File: src/cmta_pkg.sv
// Shared types and constants for the cube-map texel address pipeline.
// No dependencies; every other file refers to it by scoped names.
`timescale 1ns / 1ps
`default_nettype none

package cmta_pkg;

	localparam int DIR_W    = 16;
	localparam int COL_W    = 10;
	localparam int OFS_W    = 20;
	localparam int CFG_W    = 11;
	localparam int MAG_W    = 16;  // |component|, 32768 fits unsigned
	localparam int UV_W     = 17;  // negated component, signed
	localparam int NUM_W    = 17;  // num + m, 0..65536
	localparam int DIV_W    = 17;  // 2*m

	localparam logic [1:0]       ADDR_FACE_SIZE  = 2'd0;
	localparam logic [CFG_W-1:0] FACE_SIZE_RESET = 11'd512;

	typedef enum logic [2:0] {
		FACE_PX = 3'd0,
		FACE_NX = 3'd1,
		FACE_PY = 3'd2,
		FACE_NY = 3'd3,
		FACE_PZ = 3'd4,
		FACE_NZ = 3'd5
	} face_t;

	typedef struct packed {
		logic signed [DIR_W-1:0] dir_x;
		logic signed [DIR_W-1:0] dir_y;
		logic signed [DIR_W-1:0] dir_z;
	} in_t;

	typedef struct packed {
		logic [2:0]       face_index;
		logic [COL_W-1:0] texel_col;
		logic [COL_W-1:0] texel_row;
		logic [OFS_W-1:0] texel_offset;
		logic             zero_vector;
	} out_t;

	// per-transaction tag carried down the chain
	typedef struct packed {
		face_t face;
		logic  zero;
	} ctl_t;

endpackage

`default_nettype wire

File: src/cube_map_texel_address_top.sv
// Pipeline: the division chain, one cell per quotient bit, plus two front and two back stages.
// Throughput: one transaction per cycle while out_stall is low; every stage holds
// one transaction and advances when the stage after it is empty or moving.
// Reset: face_size returns to 512 and all stages empty; no clearing pass.
// Top level; depends on cmta_pkg, cmta_front, cmta_div_cell and cmta_back.
`timescale 1ns / 1ps
`default_nettype none

module cube_map_texel_address_top #(
	parameter int MAX_FACE_SIZE = 1024
) (
	input  wire logic           clk,
	input  wire logic           arst_n,
	input  wire logic           in_valid,
	output logic                in_stall,
	input  wire cmta_pkg::in_t  in_data,
	output logic                out_valid,
	input  wire logic           out_stall,
	output cmta_pkg::out_t      out_data,
	input  wire logic           psel,
	input  wire logic           penable,
	input  wire logic           pwrite,
	input  wire logic [1:0]     paddr,
	input  wire logic [31:0]    pwdata,
	output logic [31:0]         prdata,
	output logic                pready
);

	localparam int SW = $clog2(MAX_FACE_SIZE + 1);
	localparam int PW = cmta_pkg::NUM_W + SW;

	logic [cmta_pkg::CFG_W-1:0] face_size_q;
	logic [31:0]   fs32;
	logic [SW-1:0] size_cl;

	assign pready = 1'b1;
	assign prdata = (paddr == cmta_pkg::ADDR_FACE_SIZE) ? 32'(face_size_q) : 32'd0;

	always_ff @(posedge clk or negedge arst_n) begin
		if (!arst_n) begin
			face_size_q <= cmta_pkg::FACE_SIZE_RESET;
		end else if (psel && penable && pwrite && paddr == cmta_pkg::ADDR_FACE_SIZE) begin
			face_size_q <= pwdata[cmta_pkg::CFG_W-1:0];
		end
	end

	// zero means 1, anything above the build maximum saturates
	always_comb begin
		fs32 = 32'(face_size_q);
		if (fs32 == 32'd0) begin
			size_cl = SW'(1);
		end else if (fs32 > 32'(MAX_FACE_SIZE)) begin
			size_cl = SW'(MAX_FACE_SIZE);
		end else begin
			size_cl = SW'(fs32);
		end
	end

	// chain links: index 0 is the front end output, index k+1 the output of cell k
	logic          vld  [SW+1];
	logic          rdy  [SW+1];
	logic [PW-1:0] ru   [SW+1];
	logic [PW-1:0] rv   [SW+1];
	logic [SW-1:0] qu   [SW+1];
	logic [SW-1:0] qv   [SW+1];
	logic [cmta_pkg::DIV_W-1:0] dd [SW+1];
	logic [SW-1:0] sz   [SW+1];
	cmta_pkg::ctl_t ctl [SW+1];
	logic          front_rdy;

	cmta_front #(
		.SW(SW),
		.PW(PW)
	) u_front (
		.clk    (clk),
		.arst_n (arst_n),
		.vld_i  (in_valid),
		.rdy_o  (front_rdy),
		.dat_i  (in_data),
		.size_i (size_cl),
		.vld_o  (vld[0]),
		.rdy_i  (rdy[0]),
		.pu_o   (ru[0]),
		.pv_o   (rv[0]),
		.d_o    (dd[0]),
		.size_o (sz[0]),
		.ctl_o  (ctl[0])
	);

	assign in_stall = !front_rdy;
	assign qu[0]    = '0;
	assign qv[0]    = '0;

	// MSB-first: cell k resolves quotient bit SW-1-k
	for (genvar k = 0; k < SW; k++) begin : g_cell
		cmta_div_cell #(
			.SW (SW),
			.PW (PW),
			.BIT(SW - 1 - k)
		) u_cell (
			.clk    (clk),
			.arst_n (arst_n),
			.vld_i  (vld[k]),
			.rdy_o  (rdy[k]),
			.ru_i   (ru[k]),
			.rv_i   (rv[k]),
			.qu_i   (qu[k]),
			.qv_i   (qv[k]),
			.d_i    (dd[k]),
			.size_i (sz[k]),
			.ctl_i  (ctl[k]),
			.vld_o  (vld[k+1]),
			.rdy_i  (rdy[k+1]),
			.ru_o   (ru[k+1]),
			.rv_o   (rv[k+1]),
			.qu_o   (qu[k+1]),
			.qv_o   (qv[k+1]),
			.d_o    (dd[k+1]),
			.size_o (sz[k+1]),
			.ctl_o  (ctl[k+1])
		);
	end

	cmta_back #(
		.SW(SW)
	) u_back (
		.clk     (clk),
		.arst_n  (arst_n),
		.vld_i   (vld[SW]),
		.rdy_o   (rdy[SW]),
		.qu_i    (qu[SW]),
		.qv_i    (qv[SW]),
		.size_i  (sz[SW]),
		.ctl_i   (ctl[SW]),
		.vld_o   (out_valid),
		.stall_i (out_stall),
		.dat_o   (out_data)
	);

	// remainders and divisor of the last cell are not needed downstream
	logic unused_tail;
	assign unused_tail = ^{ru[SW], rv[SW], dd[SW]};

endmodule

`default_nettype wire

File: src/cmta_front.sv
// Front end: face selection (stage 1), then num+m and the scale by face size (stage 2).
// Depends on cmta_pkg.
`timescale 1ns / 1ps
`default_nettype none

module cmta_front #(
	parameter int SW = 11,
	parameter int PW = 28
) (
	input  wire logic             clk,
	input  wire logic             arst_n,
	input  wire logic             vld_i,
	output logic                  rdy_o,
	input  wire cmta_pkg::in_t    dat_i,
	input  wire logic [SW-1:0]    size_i,
	output logic                  vld_o,
	input  wire logic             rdy_i,
	output logic [PW-1:0]         pu_o,
	output logic [PW-1:0]         pv_o,
	output logic [cmta_pkg::DIV_W-1:0] d_o,
	output logic [SW-1:0]         size_o,
	output cmta_pkg::ctl_t        ctl_o
);

	logic vld_s1, vld_s2, ld_s1, ld_s2;

	logic [cmta_pkg::MAG_W-1:0] ax, ay, az, m_c, m_s1;
	logic signed [cmta_pkg::UV_W-1:0] xe, ye, ze, u_c, v_c, u_s1, v_s1;
	cmta_pkg::face_t face_c;
	cmta_pkg::ctl_t  ctl_s1, ctl_s2;
	logic [SW-1:0]   size_s1, size_s2;

	logic signed [cmta_pkg::UV_W:0] nu_w, nv_w;
	logic [cmta_pkg::NUM_W-1:0]     nu, nv;
	logic [PW-1:0] pu_s2, pv_s2;
	logic [cmta_pkg::DIV_W-1:0] d_s2;

	assign ld_s2 = !vld_s2 || rdy_i;
	assign ld_s1 = !vld_s1 || ld_s2;
	assign rdy_o = ld_s1;

	// stage 1: magnitudes and major axis, ties to X then Y
	always_comb begin
		xe = cmta_pkg::UV_W'(dat_i.dir_x);
		ye = cmta_pkg::UV_W'(dat_i.dir_y);
		ze = cmta_pkg::UV_W'(dat_i.dir_z);
		ax = cmta_pkg::MAG_W'(dat_i.dir_x[cmta_pkg::DIR_W-1] ? -xe : xe);
		ay = cmta_pkg::MAG_W'(dat_i.dir_y[cmta_pkg::DIR_W-1] ? -ye : ye);
		az = cmta_pkg::MAG_W'(dat_i.dir_z[cmta_pkg::DIR_W-1] ? -ze : ze);
		priority if (ax >= ay && ax >= az) begin
			m_c = ax;
			v_c = -ye;
			if (dat_i.dir_x > 0) begin
				face_c = cmta_pkg::FACE_PX;
				u_c    = -ze;
			end else begin
				face_c = cmta_pkg::FACE_NX;
				u_c    = ze;
			end
		end else if (ay >= az) begin
			m_c = ay;
			u_c = xe;
			if (dat_i.dir_y > 0) begin
				face_c = cmta_pkg::FACE_PY;
				v_c    = ze;
			end else begin
				face_c = cmta_pkg::FACE_NY;
				v_c    = -ze;
			end
		end else begin
			m_c = az;
			v_c = -ye;
			if (dat_i.dir_z > 0) begin
				face_c = cmta_pkg::FACE_PZ;
				u_c    = xe;
			end else begin
				face_c = cmta_pkg::FACE_NZ;
				u_c    = -xe;
			end
		end
	end

	always_ff @(posedge clk or negedge arst_n) begin
		if (!arst_n) begin
			vld_s1 <= 1'b0;
		end else if (ld_s1) begin
			vld_s1 <= vld_i;
		end
	end

	always_ff @(posedge clk) begin
		if (ld_s1) begin
			m_s1    <= m_c;
			u_s1    <= u_c;
			v_s1    <= v_c;
			size_s1 <= size_i;
			ctl_s1.zero <= (ax == '0) && (ay == '0) && (az == '0);
			ctl_s1.face <= ((ax == '0) && (ay == '0) && (az == '0)) ?
				cmta_pkg::FACE_NX : face_c;
		end
	end

	// stage 2: n = num + m (never below zero), then n * size
	always_comb begin
		nu_w = (cmta_pkg::UV_W+1)'(u_s1) + $signed({2'b00, m_s1});
		nv_w = (cmta_pkg::UV_W+1)'(v_s1) + $signed({2'b00, m_s1});
		nu   = nu_w[cmta_pkg::UV_W] ? '0 : cmta_pkg::NUM_W'(nu_w);
		nv   = nv_w[cmta_pkg::UV_W] ? '0 : cmta_pkg::NUM_W'(nv_w);
	end

	always_ff @(posedge clk or negedge arst_n) begin
		if (!arst_n) begin
			vld_s2 <= 1'b0;
		end else if (ld_s2) begin
			vld_s2 <= vld_s1;
		end
	end

	always_ff @(posedge clk) begin
		if (ld_s2) begin
			pu_s2   <= PW'(nu) * PW'(size_s1);
			pv_s2   <= PW'(nv) * PW'(size_s1);
			d_s2    <= {m_s1, 1'b0};
			size_s2 <= size_s1;
			ctl_s2  <= ctl_s1;
		end
	end

	assign vld_o  = vld_s2;
	assign pu_o   = pu_s2;
	assign pv_o   = pv_s2;
	assign d_o    = d_s2;
	assign size_o = size_s2;
	assign ctl_o  = ctl_s2;

endmodule

`default_nettype wire

File: src/cmta_div_cell.sv
// One restoring-division cell: resolves quotient bit BIT for both lanes and registers it.
// Depends on cmta_pkg.
`timescale 1ns / 1ps
`default_nettype none

module cmta_div_cell #(
	parameter int SW  = 11,
	parameter int PW  = 28,
	parameter int BIT = 0
) (
	input  wire logic             clk,
	input  wire logic             arst_n,
	input  wire logic             vld_i,
	output logic                  rdy_o,
	input  wire logic [PW-1:0]    ru_i,
	input  wire logic [PW-1:0]    rv_i,
	input  wire logic [SW-1:0]    qu_i,
	input  wire logic [SW-1:0]    qv_i,
	input  wire logic [cmta_pkg::DIV_W-1:0] d_i,
	input  wire logic [SW-1:0]    size_i,
	input  wire cmta_pkg::ctl_t   ctl_i,
	output logic                  vld_o,
	input  wire logic             rdy_i,
	output logic [PW-1:0]         ru_o,
	output logic [PW-1:0]         rv_o,
	output logic [SW-1:0]         qu_o,
	output logic [SW-1:0]         qv_o,
	output logic [cmta_pkg::DIV_W-1:0] d_o,
	output logic [SW-1:0]         size_o,
	output cmta_pkg::ctl_t        ctl_o
);

	logic          vld_q, ld;
	logic [PW-1:0] trial, ru_q, rv_q;
	logic          ge_u, ge_v;
	logic [SW-1:0] qu_c, qv_c, qu_q, qv_q;
	logic [cmta_pkg::DIV_W-1:0] d_q;
	logic [SW-1:0] size_q;
	cmta_pkg::ctl_t ctl_q;

	assign ld    = !vld_q || rdy_i;
	assign rdy_o = ld;

	always_comb begin
		trial = PW'(d_i) << BIT;
		ge_u  = ru_i >= trial;
		ge_v  = rv_i >= trial;
		qu_c  = qu_i;
		qv_c  = qv_i;
		qu_c[BIT] = ge_u;
		qv_c[BIT] = ge_v;
	end

	always_ff @(posedge clk or negedge arst_n) begin
		if (!arst_n) begin
			vld_q <= 1'b0;
		end else if (ld) begin
			vld_q <= vld_i;
		end
	end

	always_ff @(posedge clk) begin
		if (ld) begin
			ru_q   <= ge_u ? ru_i - trial : ru_i;
			rv_q   <= ge_v ? rv_i - trial : rv_i;
			qu_q   <= qu_c;
			qv_q   <= qv_c;
			d_q    <= d_i;
			size_q <= size_i;
			ctl_q  <= ctl_i;
		end
	end

	assign vld_o  = vld_q;
	assign ru_o   = ru_q;
	assign rv_o   = rv_q;
	assign qu_o   = qu_q;
	assign qv_o   = qv_q;
	assign d_o    = d_q;
	assign size_o = size_q;
	assign ctl_o  = ctl_q;

endmodule

`default_nettype wire

File: src/cmta_back.sv
// Back end: clamp to size-1 (stage 1), then row*size+col into the output register (stage 2).
// Depends on cmta_pkg.
`timescale 1ns / 1ps
`default_nettype none

module cmta_back #(
	parameter int SW = 11
) (
	input  wire logic            clk,
	input  wire logic            arst_n,
	input  wire logic            vld_i,
	output logic                 rdy_o,
	input  wire logic [SW-1:0]   qu_i,
	input  wire logic [SW-1:0]   qv_i,
	input  wire logic [SW-1:0]   size_i,
	input  wire cmta_pkg::ctl_t  ctl_i,
	output logic                 vld_o,
	input  wire logic            stall_i,
	output cmta_pkg::out_t       dat_o
);

	logic vld_s1, vld_s2, ld_s1, ld_s2;
	logic [SW-1:0] col_s1, row_s1, size_s1;
	cmta_pkg::ctl_t ctl_s1;
	logic [2*SW:0] ofs_c;
	cmta_pkg::out_t dat_s2;

	assign ld_s2 = !vld_s2 || !stall_i;
	assign ld_s1 = !vld_s1 || ld_s2;
	assign rdy_o = ld_s1;

	always_ff @(posedge clk or negedge arst_n) begin
		if (!arst_n) begin
			vld_s1 <= 1'b0;
			vld_s2 <= 1'b0;
		end else begin
			if (ld_s1) begin
				vld_s1 <= vld_i;
			end
			if (ld_s2) begin
				vld_s2 <= vld_s1;
			end
		end
	end

	// coordinate equal to size comes from a component equal to the magnitude
	always_ff @(posedge clk) begin
		if (ld_s1) begin
			size_s1 <= size_i;
			ctl_s1  <= ctl_i;
			if (ctl_i.zero) begin
				col_s1 <= '0;
				row_s1 <= '0;
			end else begin
				col_s1 <= (qu_i >= size_i) ? size_i - 1'b1 : qu_i;
				row_s1 <= (qv_i >= size_i) ? size_i - 1'b1 : qv_i;
			end
		end
	end

	assign ofs_c = (2*SW+1)'(row_s1) * (2*SW+1)'(size_s1) + (2*SW+1)'(col_s1);

	always_ff @(posedge clk) begin
		if (ld_s2) begin
			dat_s2.face_index   <= ctl_s1.face;
			dat_s2.texel_col    <= cmta_pkg::COL_W'(col_s1);
			dat_s2.texel_row    <= cmta_pkg::COL_W'(row_s1);
			dat_s2.texel_offset <= cmta_pkg::OFS_W'(ofs_c);
			dat_s2.zero_vector  <= ctl_s1.zero;
		end
	end

	assign vld_o = vld_s2;
	assign dat_o = dat_s2;

endmodule

`default_nettype wire
File: config.mk
export PLATFORM = sky130hd
export DESIGN_NAME = cube_map_texel_address_top
export DESIGN_NICKNAME = d
export VERILOG_FILES = /design/src/cmta_pkg.sv /design/src/cube_map_texel_address_top.sv /design/src/cmta_front.sv /design/src/cmta_div_cell.sv /design/src/cmta_back.sv
export SDC_FILE = /design/constraint.sdc
export NUM_CORES = 2
export LEC_CHECK = 0
export ABC_AREA = 1
export BUFFER_PORTS_ARGS = -buffer_cell sky130_fd_sc_hd__buf_2
export CORE_MARGIN = 4
export CORE_UTILIZATION = 45
export CTS_CLUSTER_SIZE = 16
export DETAILED_ROUTE_END_ITERATION = 6
export PLACE_DENSITY = 0.59
export REMOVE_ABC_BUFFERS = 1
export SLEW_MARGIN = 10
export SYNTH_ARGS = -nofsm -noshare
export SYNTH_HDL_FRONTEND = slang
export SYNTH_SLANG_ARGS = --single-unit
File: constraint.sdc
create_clock -name clk -period 36.7 [get_ports clk]
set_input_delay 7.34 -clock clk [delete_from_list [all_inputs] [get_ports clk]]
set_output_delay 7.34 -clock clk [all_outputs]
set_load 0.01 [all_outputs]
==> results.yml <==
layout:
  nFillCells: 18032
  fin_cells: 12316
  regArea_mm2: 0.0382
  multi_input_area_mm2: 0.0434
  drive_above_1_share_pct: 5.53
  nNetsFinal: 10786
  area_growth_pct: 9.21
worst_setup_path:
  rr_endpoint: "u_front.pv_o[20]$_DFFE_PP_"
  required_ns: 29.36
  rrSetupSlack_ns: 28.56
  worstPathMaxFanout: 46
  timing.critical_path.to_type: "output pin"
  r2r_cells: 28
  worst-setup-path-type: "in -> out"
  regToRegStartpoint: "u_front.m_s1[8]$_DFFE_PN_"
  startpoint_type: "input pin"
  worstPathArrival_ns: 12.07
yosys:
  synth_common_cells: "nand2_1, inv_1, edfxtp_1"
  synth_cell_types: 64
  syn_avg_cell_area_um2: 9.20
  ys_ff_latch: 1276
  yosysTopAreaCell: "edfxtp_1"
  yosysMostFrequentCell: "nand2_1"
  ys.flop_type: "edfxtp_1"
  synthArstFlopShare_pct: 2.04
  netlist_area_mm2: 0.0877
  postSynthCellCount: 9533
  seq_area_frac_synth_pct: 43.5
  synth_edf_count: 1250
  yosys_warnings: 0
  synthTopCellsByArea: "edfxtp_1, ha_1, fa_1, nand2_1, inv_1"
  synth_top_area_share_pct: 42.8
worst_hold_path:
  hold_path_startpoint: "g_cell[1].u_cell.qu_o[10]$_DFFE_PP_"
  whs_endpoint: "g_cell[2].u_cell.qu_o[10]$_DFFE_PP_"
  holdPathStages: 0
  hold_class: "reg -> reg"
clock_network:
  cts_setup_buffers: 0
  cts_resized: 0
  clock_path_buffers: 3
  postCtsHoldBufs: 0
  clock-sinks: 1276
  clkTransAtPathRegs_ns: 0.06
  clock-root-buffer: "clkbuf_16"
  cts_tree: "yes"
  h-tree-depth: 4
  cts-buffers-inserted: 143
  worstSkewPairLatency_ns: 0.78
floorplanning:
  io_pins: 168
  core_mm2: 0.193
  dieArea_mm2: 0.202
  num_rows: 161
  die_x_um: 450
  start_util_pct: 45.4
  fp.dieH_um: 450
timing:
  finalHoldViolCount: 0
  tightest_slew_ns: 1.07
  maxSlewHeadroom_pct: 28.5
  fmax_mhz: 51.5
  final.period_utilization_pct: 52.9
  finalMaxSlewViolations: 0
  finClkSkew_ns: 0.0362
  layout_min_cycle_time_ns: 19.41
  fin_tns_setup_ns: 0
  finalSetupViolations: 0
  rsz0062_at_grt: "no"
routing:
  first_pass_iters: 6
  num_vias: 65024
  wl_per_cell_um: 20.0
  viasPerCell: 5.28
  drc: 0
  postRouteAntennaNets: 0
  drt-total-wl_mm: 246
  drtIter0Drc: 3836
outcome:
  status: "completed"
placed_design:
  dpl.hpwl_mm: 202
  place.gp.congestion: 0.955
  portBuffers: 124
  placedCellCount: 12050
flow_run:
  cap_viol_max_count: 0
global_routing:
  gr-usage-all-layers_pct: 24.1
  grt.busiest_layer: "met2"
  grt_overflow_total: 0
  grt_pass1_vias: 66035
  grt_use_met1_pct: 27.1
  grt_use_met3_pct: 2.68
  grt_util_met2_pct: 44.8
  grt_max_degree: 88
  grt_pass1_wl_mm: 378
  antenna_found_initial: 5
[how the worst max path moves through the flow]
stage	startpoint	end	cells after the start
after global routing	out_stall	in_stall	17
final	out_stall	in_stall	17
after global placement	out_stall	in_stall	17
after detailed placement	out_stall	in_stall	17
after CTS	out_stall	in_stall	17
after floorplan	out_stall	in_stall	14
[metal layers]
| metal | wire [um] | vias to the layer above |
|---|---|---|
| met3 | 8830 | 510 |
| met5 | 7 | - |
| li1 | - | 32240 |
| met2 | 128000 | 1561 |
| met4 | 14400 | 2 |
| met1 | 94300 | 30711 |
[area by class of cell]
type	count	share of cell area, %
sequential	1276	39.9
multi-input combinational	6693	45.4
tap	2526	3.30
inverter	1397	5.48
timing repair buffer	158	0.914
clock inverter	88	1.14
clock buffer	177	3.94
antenna	1	0.00261
[metrics by stage]
step                instance area [um^2]  hold WS (ns)  worst slack [ns]  util [%]
finish                             95800         0.400             17.29      49.6
global route                       95800         0.400             16.78      49.6
CTS                                95800         0.391             17.11      49.6
detailed placement                 90900         0.405             17.11      47.1
global placement                   90900         0.401             17.26      47.1
floorplan                          86800         0.400             14.57         -
[logic make-up (layout without fill, tap and decap cells)]
logic type      after synthesis  after routing  share of synthesized area [%]
flops                      1276           1276                           43.5
other cells                   2             23                        0.00856
buf+inv                    1584           1820                           7.09
xor+xnor                    414            414                           4.13
compound gates             1533           1533                           9.57
fa+ha+maj                  1028           1028                           17.9
simple gates               3696           3696                           17.7
[critical path, stage by stage]
cell and delay, ns:
buf_2 0.08, nand2_2 0.03, buf_4 0.28, nor2_4 0.18
nand2_2 0.51, nor2_4 0.37, nand2_4 0.37, nor2_4 0.29
nand2_4 0.30, nor2_4 0.25, nand2_4 0.31, nor2_4 0.24
nand2_4 0.30, nor2_8 0.26, nand4_4 0.33, inv_1 0.35
buf_2 0.19
[flip-flops by register name, summed over array words and instances (netlist names), 11 cells and up]
register,cells
u_back.size_s1,11
g_cell.u_cell.qu_o,66
u_back.row_s1,11
g_cell.u_cell.rv_o,280
g_cell.u_cell.qv_o,66
u_front.size_s1,11
face_size_q,11
g_cell.u_cell.vld_o,11
u_back.col_s1,11
g_cell.u_cell.d_o,160
u_front.m_s1,16
g_cell.u_cell.size_o,121
u_front.d_o,16
g_cell.u_cell.ru_o,280
g_cell.u_cell.ctl_o,44
u_front.u_s1,17
u_front.pu_o,28
u_front.size_o,11
u_back.dat_o,44
u_front.v_s1,17
u_front.pv_o,28
[layout by cell type, fill, tap and decap left out, types with 8 or more instances in the layout]
cell type / synthesis / final
xor2_1: 225 / 225
nor4_1: 75 / 75
o21a_1: 29 / 29
a31oi_1: 39 / 37
clkinvlp_4: 0 / 8
a211oi_1: 8 / 8
or2_2: 65 / 65
nor3_1: 94 / 94
clkinv_1: 6 / 24
inv_6: 0 / 11
ha_1: 648 / 648
a21o_1: 52 / 52
o21ai_1: 116 / 116
o21ai_0: 566 / 566
nand4_1: 113 / 113
o21ai_2: 17 / 17
fa_1: 380 / 380
nand3_1: 485 / 485
o21bai_1: 41 / 41
buf_2: 56 / 124
xnor2_1: 189 / 189
clkinv_2: 0 / 23
inv_2: 15 / 15
dfrtp_1: 25 / 25
conb_1: 2 / 22
clkbuf_1: 87 / 29
edfxtp_1: 1250 / 1250
nor2_1: 876 / 876
a21oi_2: 8 / 8
and2_1: 8 / 8
buf_4: 32 / 34
a21boi_0: 22 / 22
nand3b_1: 13 / 13
clkbuf_16: 0 / 145
o211ai_1: 29 / 29
inv_1: 1376 / 1371
nand2_1: 1910 / 1908
a21oi_1: 576 / 576
nand2_2: 19 / 17
bufinv_16: 0 / 17
Power is not shown: default switching activity piles up to over one toggle a cycle in this logic, so the estimate is an artifact.
